**src/rtl/sms_pkg.sv**
```systemverilog
// Shared constants and types for the sample mean / deviation / stability block.
// No dependencies; imported by sms_calc and sample_mean_stddev_stability_top.
package sms_pkg;

  localparam int unsigned MaxSamples = 4096;
  localparam int unsigned SkipCount  = 12;

  localparam int unsigned CountW  = 13;
  localparam int unsigned SampleW = 24;
  localparam int unsigned SumW    = 37;
  localparam int unsigned SumSqW  = 61;
  localparam int unsigned MeanW   = 40;
  localparam int unsigned SdW     = 40;
  localparam int unsigned StabW   = 48;
  localparam int unsigned ScaleW  = 32;

  localparam logic [ScaleW-1:0] ScaleReset = 32'h0001_0000;

  localparam logic OpPush  = 1'b0;
  localparam logic OpClear = 1'b1;

  typedef struct packed {
    logic [MeanW-1:0] mean;
    logic [SdW-1:0]   std_dev;
    logic [StabW-1:0] stability;
  } sms_res_t;

endpackage

```
**src/rtl/sms_calc.sv**
```systemverilog
// Window statistics engine: mean, sample deviation and stability from count and sums.
// Bit-serial divider, shift-add multiplier and digit-by-digit square root. Uses sms_pkg.
module sms_calc import sms_pkg::*; (
  input  logic                     clk_i,
  input  logic                     rst_ni,
  input  logic                     start_i,
  input  logic [CountW-1:0]        n_i,
  input  logic signed [SumW-1:0]   sum_i,
  input  logic [SumSqW-1:0]        sumsq_i,
  input  logic [ScaleW-1:0]        scale_i,
  output logic                     done_o,
  output sms_res_t                 res_o
);

  typedef enum logic [7:0] {
    C_IDLE = 8'b0000_0001,
    C_DIVM = 8'b0000_0010,
    C_MULA = 8'b0000_0100,
    C_MULB = 8'b0000_1000,
    C_DIVV = 8'b0001_0000,
    C_SQRT = 8'b0010_0000,
    C_DIVS = 8'b0100_0000,
    C_DONE = 8'b1000_0000
  } calc_state_e;

  calc_state_e state_q, state_d;

  logic [CountW-1:0] n_q, n_d;
  logic              neg_q, neg_d;
  logic [SumW-1:0]   mag_q, mag_d;
  logic [SumSqW-1:0] sumsq_q, sumsq_d;
  logic [23:0]       nn1_q, nn1_d;
  logic [6:0]        cnt_q, cnt_d;
  logic [102:0]      dvd_q, dvd_d;
  logic [32:0]       rem_q, rem_d;
  logic [31:0]       div_q, div_d;
  logic [73:0]       acc_q, acc_d;
  logic [60:0]       mcand_q, mcand_d;
  logic [36:0]       mplr_q, mplr_d;
  logic [73:0]       a_q, a_d;
  logic [79:0]       rad_q, rad_d;
  logic [43:0]       srem_q, srem_d;
  logic [39:0]       root_q, root_d;
  sms_res_t          res_q, res_d;

  // serial step datapaths
  logic [32:0]  rem_s, rem_n;
  logic         div_ge;
  logic [102:0] dvd_n;
  logic [73:0]  acc_n;
  logic [43:0]  srem_s, trial;
  logic         sq_ge;
  logic [43:0]  srem_n;
  logic [39:0]  root_n;
  logic [SdW-1:0] sd_fin;
  logic [73:0]  d_var;
  logic [25:0]  nn1_full;
  logic         last_step;

  assign rem_s  = {rem_q[31:0], dvd_q[102]};
  assign div_ge = rem_s >= {1'b0, div_q};
  assign rem_n  = div_ge ? rem_s - {1'b0, div_q} : rem_s;
  assign dvd_n  = {dvd_q[101:0], div_ge};

  assign acc_n = {acc_q[72:0], 1'b0} + (mplr_q[36] ? {13'b0, mcand_q} : 74'b0);

  assign srem_s = {srem_q[41:0], rad_q[79:78]};
  assign trial  = {2'b0, root_q, 2'b01};
  assign sq_ge  = srem_s >= trial;
  assign srem_n = sq_ge ? srem_s - trial : srem_s;
  assign root_n = {root_q[38:0], sq_ge};

  assign d_var    = (acc_n <= a_q) ? a_q - acc_n : 74'b0;
  assign nn1_full = {13'b0, n_i} * ({13'b0, n_i} - 26'd1);
  assign last_step = cnt_q == 7'd1;
  assign sd_fin    = (state_q == C_SQRT) ? root_n : '0;

  always_comb begin
    state_d = state_q;
    n_d = n_q; neg_d = neg_q; mag_d = mag_q; sumsq_d = sumsq_q; nn1_d = nn1_q;
    cnt_d = cnt_q; dvd_d = dvd_q; rem_d = rem_q; div_d = div_q;
    acc_d = acc_q; mcand_d = mcand_q; mplr_d = mplr_q; a_d = a_q;
    rad_d = rad_q; srem_d = srem_q; root_d = root_q; res_d = res_q;

    case (state_q)
      C_IDLE: begin
        if (start_i) begin
          n_d     = n_i;
          neg_d   = sum_i[SumW-1];
          mag_d   = sum_i[SumW-1] ? SumW'(-sum_i) : sum_i;
          sumsq_d = sumsq_i;
          nn1_d   = nn1_full[23:0];
          dvd_d   = {(sum_i[SumW-1] ? SumW'(-sum_i) : sum_i), 16'b0, 50'b0};
          rem_d   = '0;
          div_d   = {19'b0, n_i};
          cnt_d   = 7'd53;
          state_d = C_DIVM;
        end
      end
      C_DIVM: begin
        dvd_d = dvd_n; rem_d = rem_n; cnt_d = cnt_q - 7'd1;
        if (last_step) begin
          res_d.mean = neg_q ? MeanW'(-dvd_n[39:0]) : dvd_n[39:0];
          res_d.std_dev = '0;
          if (n_q == CountW'(1)) begin
            // single sample: no spread, go straight to stability
            if (scale_i == '0) begin
              res_d.stability = '1;
              state_d = C_DONE;
            end else begin
              dvd_d = {sd_fin, 16'b0, 47'b0};
              div_d = scale_i; rem_d = '0; cnt_d = 7'd56;
              state_d = C_DIVS;
            end
          end else begin
            acc_d = '0; mcand_d = sumsq_q; mplr_d = {n_q, 24'b0};
            cnt_d = 7'd13;
            state_d = C_MULA;
          end
        end
      end
      C_MULA: begin
        acc_d = acc_n; mplr_d = {mplr_q[35:0], 1'b0}; cnt_d = cnt_q - 7'd1;
        if (last_step) begin
          a_d = acc_n;
          acc_d = '0; mcand_d = {24'b0, mag_q}; mplr_d = mag_q;
          cnt_d = 7'd37;
          state_d = C_MULB;
        end
      end
      C_MULB: begin
        acc_d = acc_n; mplr_d = {mplr_q[35:0], 1'b0}; cnt_d = cnt_q - 7'd1;
        if (last_step) begin
          // clamp a negative spread to zero, then scale by 2^32 before dividing
          dvd_d = {d_var[70:0], 32'b0};
          div_d = {8'b0, nn1_q}; rem_d = '0; cnt_d = 7'd103;
          state_d = C_DIVV;
        end
      end
      C_DIVV: begin
        dvd_d = dvd_n; rem_d = rem_n; cnt_d = cnt_q - 7'd1;
        if (last_step) begin
          rad_d = dvd_n[79:0]; srem_d = '0; root_d = '0; cnt_d = 7'd40;
          state_d = C_SQRT;
        end
      end
      C_SQRT: begin
        rad_d = {rad_q[77:0], 2'b0}; srem_d = srem_n; root_d = root_n;
        cnt_d = cnt_q - 7'd1;
        if (last_step) begin
          res_d.std_dev = sd_fin;
          if (scale_i == '0) begin
            res_d.stability = '1;
            state_d = C_DONE;
          end else begin
            dvd_d = {sd_fin, 16'b0, 47'b0};
            div_d = scale_i; rem_d = '0; cnt_d = 7'd56;
            state_d = C_DIVS;
          end
        end
      end
      C_DIVS: begin
        dvd_d = dvd_n; rem_d = rem_n; cnt_d = cnt_q - 7'd1;
        if (last_step) begin
          res_d.stability = (dvd_n[55:48] != 8'b0) ? '1 : dvd_n[47:0];
          state_d = C_DONE;
        end
      end
      C_DONE: begin
        state_d = C_IDLE;
      end
      default: begin
        state_d = C_IDLE;
      end
    endcase
  end

  always_ff @(posedge clk_i or negedge rst_ni) begin
    if (!rst_ni) begin
      state_q <= C_IDLE;
      cnt_q   <= '0;
    end else begin
      state_q <= state_d;
      cnt_q   <= cnt_d;
    end
  end

  always_ff @(posedge clk_i) begin
    n_q <= n_d; neg_q <= neg_d; mag_q <= mag_d; sumsq_q <= sumsq_d; nn1_q <= nn1_d;
    dvd_q <= dvd_d; rem_q <= rem_d; div_q <= div_d;
    acc_q <= acc_d; mcand_q <= mcand_d; mplr_q <= mplr_d; a_q <= a_d;
    rad_q <= rad_d; srem_q <= srem_d; root_q <= root_d; res_q <= res_d;
  end

  assign done_o = state_q == C_DONE;
  assign res_o  = res_q;

endmodule

```
**src/rtl/sample_mean_stddev_stability_top.sv**
```systemverilog
// Running mean, sample standard deviation and bias stability of a gyro sample stream.
// Channels: input word (opcode_i, sample_i) under in_valid_i / in_stall_o, result word
// under out_valid_o / out_stall_i, a word moves when valid is high and stall is low.
// Opcode push adds the sample to running sums over all samples and over the tail
// (samples after the first twelve) and gives two result words: window 0, then
// window 1 with last_o set. The tail word has window_valid_o low, stats zero, until
// thirteen samples exist. A push into a full store (4096 samples) gives one word with
// overflow_o and last_o set. Opcode clear empties count and sums and gives no word.
// cfg_we_i / cfg_wdata_i write the scale factor (reset 1.0 in 16.16), kept on clear.
// A new word is taken only once the last one is through. Each window runs through one
// bit-serial engine: 53 divide steps for the mean, 13 + 37 multiply steps, 103 divide
// steps for the variance, 40 square-root steps and 56 divide steps for stability; a
// window of one sample skips the multiply, variance and root, a zero scale skips the
// stability divide. Window 1 runs the engine only once the tail holds data.
// in_stall_o is high while a word is in progress or an overflow word waits. A finished
// result is held in the output register while out_stall_i is high; the engine waits
// until it can be loaded.
// Reset empties the store and the output register and restores the scale factor.
module sample_mean_stddev_stability_top import sms_pkg::*; (
  input  logic                      clk_i,
  input  logic                      rst_ni,
  input  logic                      cfg_we_i,
  input  logic [ScaleW-1:0]         cfg_wdata_i,
  input  logic                      in_valid_i,
  output logic                      in_stall_o,
  input  logic                      opcode_i,
  input  logic signed [SampleW-1:0] sample_i,
  output logic                      out_valid_o,
  input  logic                      out_stall_i,
  output logic                      window_o,
  output logic                      window_valid_o,
  output logic                      overflow_o,
  output logic signed [MeanW-1:0]   mean_o,
  output logic [SdW-1:0]            std_dev_o,
  output logic [StabW-1:0]          stability_o,
  output logic                      last_o
);

  typedef enum logic [5:0] {
    ST_IDLE   = 6'b00_0001,
    ST_START0 = 6'b00_0010,
    ST_RUN0   = 6'b00_0100,
    ST_EMIT0  = 6'b00_1000,
    ST_RUN1   = 6'b01_0000,
    ST_EMIT1  = 6'b10_0000
  } top_state_e;

  top_state_e state_q, state_d;
  logic       ovf_q, ovf_d;

  logic [CountW-1:0]      count_q, count_d;
  logic signed [SumW-1:0] sum_all_q, sum_all_d, sum_tail_q, sum_tail_d;
  logic [SumSqW-1:0]      sumsq_all_q, sumsq_all_d, sumsq_tail_q, sumsq_tail_d;
  logic [ScaleW-1:0]      scale_q;

  logic                   out_valid_q, out_valid_d;
  logic                   window_q, window_d, wvalid_q, wvalid_d, ovf_out_q, ovf_out_d;
  logic                   last_q, last_d;
  sms_res_t               ores_q, ores_d;

  logic                   in_acc, out_acc, out_free, tail_ok;
  logic [SampleW-1:0]     mag;
  logic [47:0]            sq;
  logic                   calc_start, win1, calc_done;
  logic [CountW-1:0]      calc_n;
  sms_res_t               calc_res;

  // hold the input while a word is in progress or an overflow word waits for the output register
  assign in_stall_o = (state_q != ST_IDLE) || ovf_q;
  assign in_acc     = in_valid_i && !in_stall_o;
  assign out_acc    = out_valid_q && !out_stall_i;
  assign out_free   = !out_valid_q || !out_stall_i;
  assign tail_ok    = count_q > CountW'(SkipCount);

  assign mag = sample_i[SampleW-1] ? SampleW'(-sample_i) : sample_i;
  assign sq  = {24'b0, mag} * {24'b0, mag};

  assign win1       = state_q == ST_EMIT0;
  assign calc_start = (state_q == ST_START0) || (win1 && out_free && tail_ok);
  assign calc_n     = win1 ? count_q - CountW'(SkipCount) : count_q;

  sms_calc u_calc (
    .clk_i   (clk_i),
    .rst_ni  (rst_ni),
    .start_i (calc_start),
    .n_i     (calc_n),
    .sum_i   (win1 ? sum_tail_q : sum_all_q),
    .sumsq_i (win1 ? sumsq_tail_q : sumsq_all_q),
    .scale_i (scale_q),
    .done_o  (calc_done),
    .res_o   (calc_res)
  );

  always_comb begin
    state_d = state_q;
    ovf_d = ovf_q;
    count_d = count_q;
    sum_all_d = sum_all_q; sumsq_all_d = sumsq_all_q;
    sum_tail_d = sum_tail_q; sumsq_tail_d = sumsq_tail_q;
    out_valid_d = out_acc ? 1'b0 : out_valid_q;
    window_d = window_q; wvalid_d = wvalid_q; ovf_out_d = ovf_out_q;
    last_d = last_q; ores_d = ores_q;

    case (state_q)
      ST_IDLE: begin
        if (ovf_q && out_free) begin
          // refused sample: one overflow word
          out_valid_d = 1'b1;
          window_d = 1'b0; wvalid_d = 1'b0; ovf_out_d = 1'b1; last_d = 1'b1;
          ores_d = '0;
          ovf_d = 1'b0;
        end
        if (in_acc) begin
          if (opcode_i == OpClear) begin
            count_d = '0;
            sum_all_d = '0; sumsq_all_d = '0; sum_tail_d = '0; sumsq_tail_d = '0;
          end else if (count_q >= CountW'(MaxSamples)) begin
            ovf_d = 1'b1;
          end else begin
            count_d = count_q + CountW'(1);
            sum_all_d = sum_all_q + SumW'(sample_i);
            sumsq_all_d = sumsq_all_q + SumSqW'(sq);
            if (count_q >= CountW'(SkipCount)) begin
              sum_tail_d = sum_tail_q + SumW'(sample_i);
              sumsq_tail_d = sumsq_tail_q + SumSqW'(sq);
            end
            state_d = ST_START0;
          end
        end
      end
      ST_START0: begin
        state_d = ST_RUN0;
      end
      ST_RUN0: begin
        if (calc_done) state_d = ST_EMIT0;
      end
      ST_EMIT0: begin
        if (out_free) begin
          out_valid_d = 1'b1;
          window_d = 1'b0; wvalid_d = 1'b1; ovf_out_d = 1'b0; last_d = 1'b0;
          ores_d = calc_res;
          state_d = tail_ok ? ST_RUN1 : ST_EMIT1;
        end
      end
      ST_RUN1: begin
        if (calc_done) state_d = ST_EMIT1;
      end
      ST_EMIT1: begin
        if (out_free) begin
          out_valid_d = 1'b1;
          window_d = 1'b1; wvalid_d = tail_ok; ovf_out_d = 1'b0; last_d = 1'b1;
          ores_d = tail_ok ? calc_res : '0;
          state_d = ST_IDLE;
        end
      end
      default: begin
        state_d = ST_IDLE;
      end
    endcase
  end

  always_ff @(posedge clk_i or negedge rst_ni) begin
    if (!rst_ni) begin
      state_q      <= ST_IDLE;
      ovf_q        <= 1'b0;
      count_q      <= '0;
      sum_all_q    <= '0;
      sumsq_all_q  <= '0;
      sum_tail_q   <= '0;
      sumsq_tail_q <= '0;
      scale_q      <= ScaleReset;
      out_valid_q  <= 1'b0;
    end else begin
      state_q      <= state_d;
      ovf_q        <= ovf_d;
      count_q      <= count_d;
      sum_all_q    <= sum_all_d;
      sumsq_all_q  <= sumsq_all_d;
      sum_tail_q   <= sum_tail_d;
      sumsq_tail_q <= sumsq_tail_d;
      out_valid_q  <= out_valid_d;
      if (cfg_we_i) scale_q <= cfg_wdata_i;
    end
  end

  always_ff @(posedge clk_i) begin
    window_q  <= window_d;
    wvalid_q  <= wvalid_d;
    ovf_out_q <= ovf_out_d;
    last_q    <= last_d;
    ores_q    <= ores_d;
  end

  assign out_valid_o    = out_valid_q;
  assign window_o       = window_q;
  assign window_valid_o = wvalid_q;
  assign overflow_o     = ovf_out_q;
  assign mean_o         = ores_q.mean;
  assign std_dev_o      = ores_q.std_dev;
  assign stability_o    = ores_q.stability;
  assign last_o         = last_q;

  a_count_bound: assert property (@(posedge clk_i) disable iff (!rst_ni)
    count_q <= CountW'(MaxSamples))
    else $error("sample count beyond store size");

  a_clear_empties: assert property (@(posedge clk_i) disable iff (!rst_ni)
    (in_acc && opcode_i == OpClear) |=> (count_q == '0 && sum_all_q == '0))
    else $error("clear did not empty the sums");

  a_done_in_run: assert property (@(posedge clk_i) disable iff (!rst_ni)
    calc_done |-> (state_q == ST_RUN0 || state_q == ST_RUN1))
    else $error("engine finished outside a run state");

  a_no_overwrite: assert property (@(posedge clk_i) disable iff (!rst_ni)
    (out_valid_q && out_stall_i) |=> $stable(ores_q))
    else $error("held result word was overwritten");

endmodule
```
**config.mk**
```make
export PLATFORM = sky130hd
export DESIGN_NAME = sample_mean_stddev_stability_top
export DESIGN_NICKNAME = d
export VERILOG_FILES = /design/src/rtl/sms_pkg.sv /design/src/rtl/sms_calc.sv /design/src/rtl/sample_mean_stddev_stability_top.sv
export SDC_FILE = /design/constraint.sdc
export NUM_CORES = 2
export LEC_CHECK = 0
export ABC_CLOCK_PERIOD_IN_PS = 12100
export BUFFER_PORTS_ARGS = -buffer_cell sky130_fd_sc_hd__buf_2
export CORE_MARGIN = 2
export CORE_UTILIZATION = 55
export CTS_CLUSTER_SIZE = 40
export DETAILED_ROUTE_END_ITERATION = 8
export PLACE_DENSITY = 0.71
export SLEW_MARGIN = 30
export SYNTH_ARGS = -nofsm -noshare
export SYNTH_HDL_FRONTEND = slang
export SYNTH_HIERARCHICAL = 1
export SYNTH_SLANG_ARGS = --single-unit
export TNS_END_PERCENT = 50
```
**constraint.sdc**
```tcl
create_clock -name clk_i -period 12.1 [get_ports clk_i]
set_clock_uncertainty 0.1 [all_clocks]
set_input_delay 1.21 -clock clk_i [delete_from_list [all_inputs] [get_ports clk_i]]
set_output_delay 1.21 -clock clk_i [all_outputs]
set_load 0.01 [all_outputs]
```
==> flow_summary.ini <==
[logic_synthesis]
synth_area_leaders = edfxtp_1 (31%), fa_1 (12%), ha_1 (9.5%)
dominantRegCellSynth = edfxtp_1
synth_area_leader_cell = edfxtp_1
synth-edff-count = 969
ys_seq_area_frac = 0.377
synthCells = 9625
avgSynthCellArea_um2 = 9.85
yosys.area.top_type_share = 0.307
synthArstFlopShare = 0.214
ys_types = 100
yosys_warnings = 6
syn_area_um2 = 94800
ys_ff_latch = 1233

[timing]
slew_violations = 0
rsz0062_at_grt = no
tightest_slew_ps = 1050
fmax_ghz = 0.0873
setup_viol = 0
period_needed_ps = 11450
slew_headroom = 0.295
hold_viol = 0
holdWs_ps = 341
fin_crit_sh = 0.946

[global_route]
antenna_found_initial = 11
grt_max_degree = 142
grt_pass1_vias = 72200
grt_pass1_wl_um = 405000
grt_overflow = 0
track_usage = 0.294

[critical_path]
worst_ep_arrival_time_ps = 12040
worstReg2RegEnd = u_calc/nn1_q[22]$_DFFE_PP_
cpMostUsedCell = fa_1
required_ps = 12690
rr_worst_depth = 32
cp_max_fo = 5
worst_setup_path_start_kind = primary input
worst_path_largest_cell_delay_ps = 720
crit_path_end_kind = flip-flop
reg2reg_from = state_q[3]$_DFFE_PN0P_
cp_slowest_cell = a2111oi_1
critPathKind = primary input to flip-flop
r2r_setup_slack_ps = 1260

[placed_design]
finalWeightedCongestion = 1.01
io_buffers = 195
dp.cells = 12100
post-dp-hpwl_um = 198000

[detailed_routing]
ant_nets = 0
routed_wl_um = 258000
drt_iter0_drc = 6417
drcViolationCount = 0
routedWlPerCell_um = 20.8
vias = 72200
viasPerCell = 5.83
drt_first_pass_iters = 6

[outcome]
status = finished, final reports clean

[finish]
layout_commonest_cell = nand2_1
most-common-layout-cells = nand2_1 (1,198), inv_1 (1,101), edfxtp_1 (969)
layout-drive-gt1-share = 0.0935
final_cells = 12400
syn2layout_area_growth_pct = 10.8
num-nets-final = 11300

[clocking]
clk_pin_slew_worst_paths_ps = 60
cts-buffers-inserted = 136
cts_tree = yes
insertion_delay_ps = 820
cts_root_buf = clkbuf_16
cts_hold_buf = 0
htree_levels = 4
clockBufferDepth = 3
cts_sinks = 1233

[min_path]
min_path_type = primary input to asynchronous set/reset pin

[run]
maxCapViolCount = 0

[die]
ios = 196
dieWidth_um = 419
dieArea_um2 = 176000
core_um2 = 171000
rows = 152
die_y_um = 419
start_util = 0.553
Yosys cell counts, types with 100 or more instances:
cell and n:
a21o_1 325, a21oi_1 461, a22o_1 110, and2_1 160, clkbuf_1 359, dfrtp_1 261
edfxtp_1 969, fa_1 562, ha_1 717, inv_1 1104, nand2_1 1201, nand2b_1 181
nand3_1 112, nor2_1 632, nor2b_1 243, nor3_1 100, o21ai_0 384, xnor2_1 368
xor2_1 189
sequential cells by signal, indices dropped and copies added, names as in the netlist, 40 cells and up:
| name | flops |
|---|---|
| u_calc/a_q | 74 |
| u_calc/mcand_q | 61 |
| u_calc/sumsq_q | 61 |
| u_calc/srem_q | 42 |
| std_dev_o | 40 |
| mean_o | 40 |
| u_calc/dvd_q | 103 |
| sumsq_all_q | 61 |
| u_calc/acc_q | 73 |
| stability_o | 48 |
| u_calc/res_o | 128 |
| u_calc/root_q | 40 |
| u_calc/rad_q | 80 |
| sumsq_tail_q | 61 |
cell families (layout without fill, tap and decap cells):
logic type	after synthesis	count (layout)	share of synthesized area
AOI/OAI and AO/OA	1906	1906	0.134
xor gates and xnor gates	557	557	0.0515
adders and majority gates	1279	1279	0.213
buffers and inverters	1505	1939	0.0599
DFF	1233	1233	0.377
muxes	137	137	0.0154
other	2	20	0.0000792
and+or+nand+nor	3006	3006	0.150
worst max-delay path by stage:
stage | endpoint | depth (start not counted) | slack, ps | from
floorplan | sumsq_tail_q[53]$_DFFE_PN0P_ | 42 | 50 | sample_i[3]
global placement | sumsq_all_q[60]$_DFFE_PN0P_ | 42 | -340 | sample_i[3]
detailed placement | sumsq_all_q[60]$_DFFE_PN0P_ | 42 | -550 | sample_i[13]
CTS | sumsq_all_q[60]$_DFFE_PN0P_ | 42 | 320 | sample_i[13]
global route | sumsq_all_q[60]$_DFFE_PN0P_ | 45 | 40 | sample_i[3]
finish | sumsq_all_q[60]$_DFFE_PN0P_ | 42 | 650 | sample_i[13]
layout make-up:
class,count,area (um2)
timing repair buffer,574,3970
tap,2310,2890
multi-input combinational,6904,53800
clock buffer,185,3720
clock inverter,67,776
sequential,1233,35700
fill,14300,66300
antenna,1,2.50
inverter,1113,4180
repair_timing:
| action | CTS | global route |
|---|---|---|
| setup buffers | 0 | 1 |
| setup endpoints to repair | 0 | 17 |
| gates resized for setup | 0 | 7 |
worst max-delay path: cells and delay by family:
kind                       cells  cell delay [ps]
AOI/OAI and AO/OA              9             2590
xor gates and xnor gates       3              850
adders and majority gates      9             4350
buffers and inverters         10             1260
and+or+nand+nor               11             1760
routing by layer:
layer  part of all wire  track usage  up-vias  routed length [um]
li1                   -            -    33700                   -
met1               0.43        0.398    35500              110000
met2               0.46        0.480     2516              120000
met3              0.067       0.0422      527               17200
met4              0.041        0.111        6               10600
met5            0.00016            0        -                  41
stage by stage:
| step | utilization | setup TNS [ps] | setup slack [ps] | cell area (um2) |
|---|---|---|---|---|
| after CTS | 0.612 | 0 | 319 | 105000 |
| after floorplan | - | 0 | 46.2 | 94900 |
| final | 0.613 | 0 | 649 | 105000 |
| after global routing | 0.613 | 0 | 38.9 | 105000 |
| after global placement | 0.586 | -2790 | -337 | 100000 |
| after detailed placement | 0.586 | -7370 | -553 | 100000 |
Power is left out: the tool's default activity adds up to more than one toggle a clock period on the data nets, which glitch-free logic cannot reach.
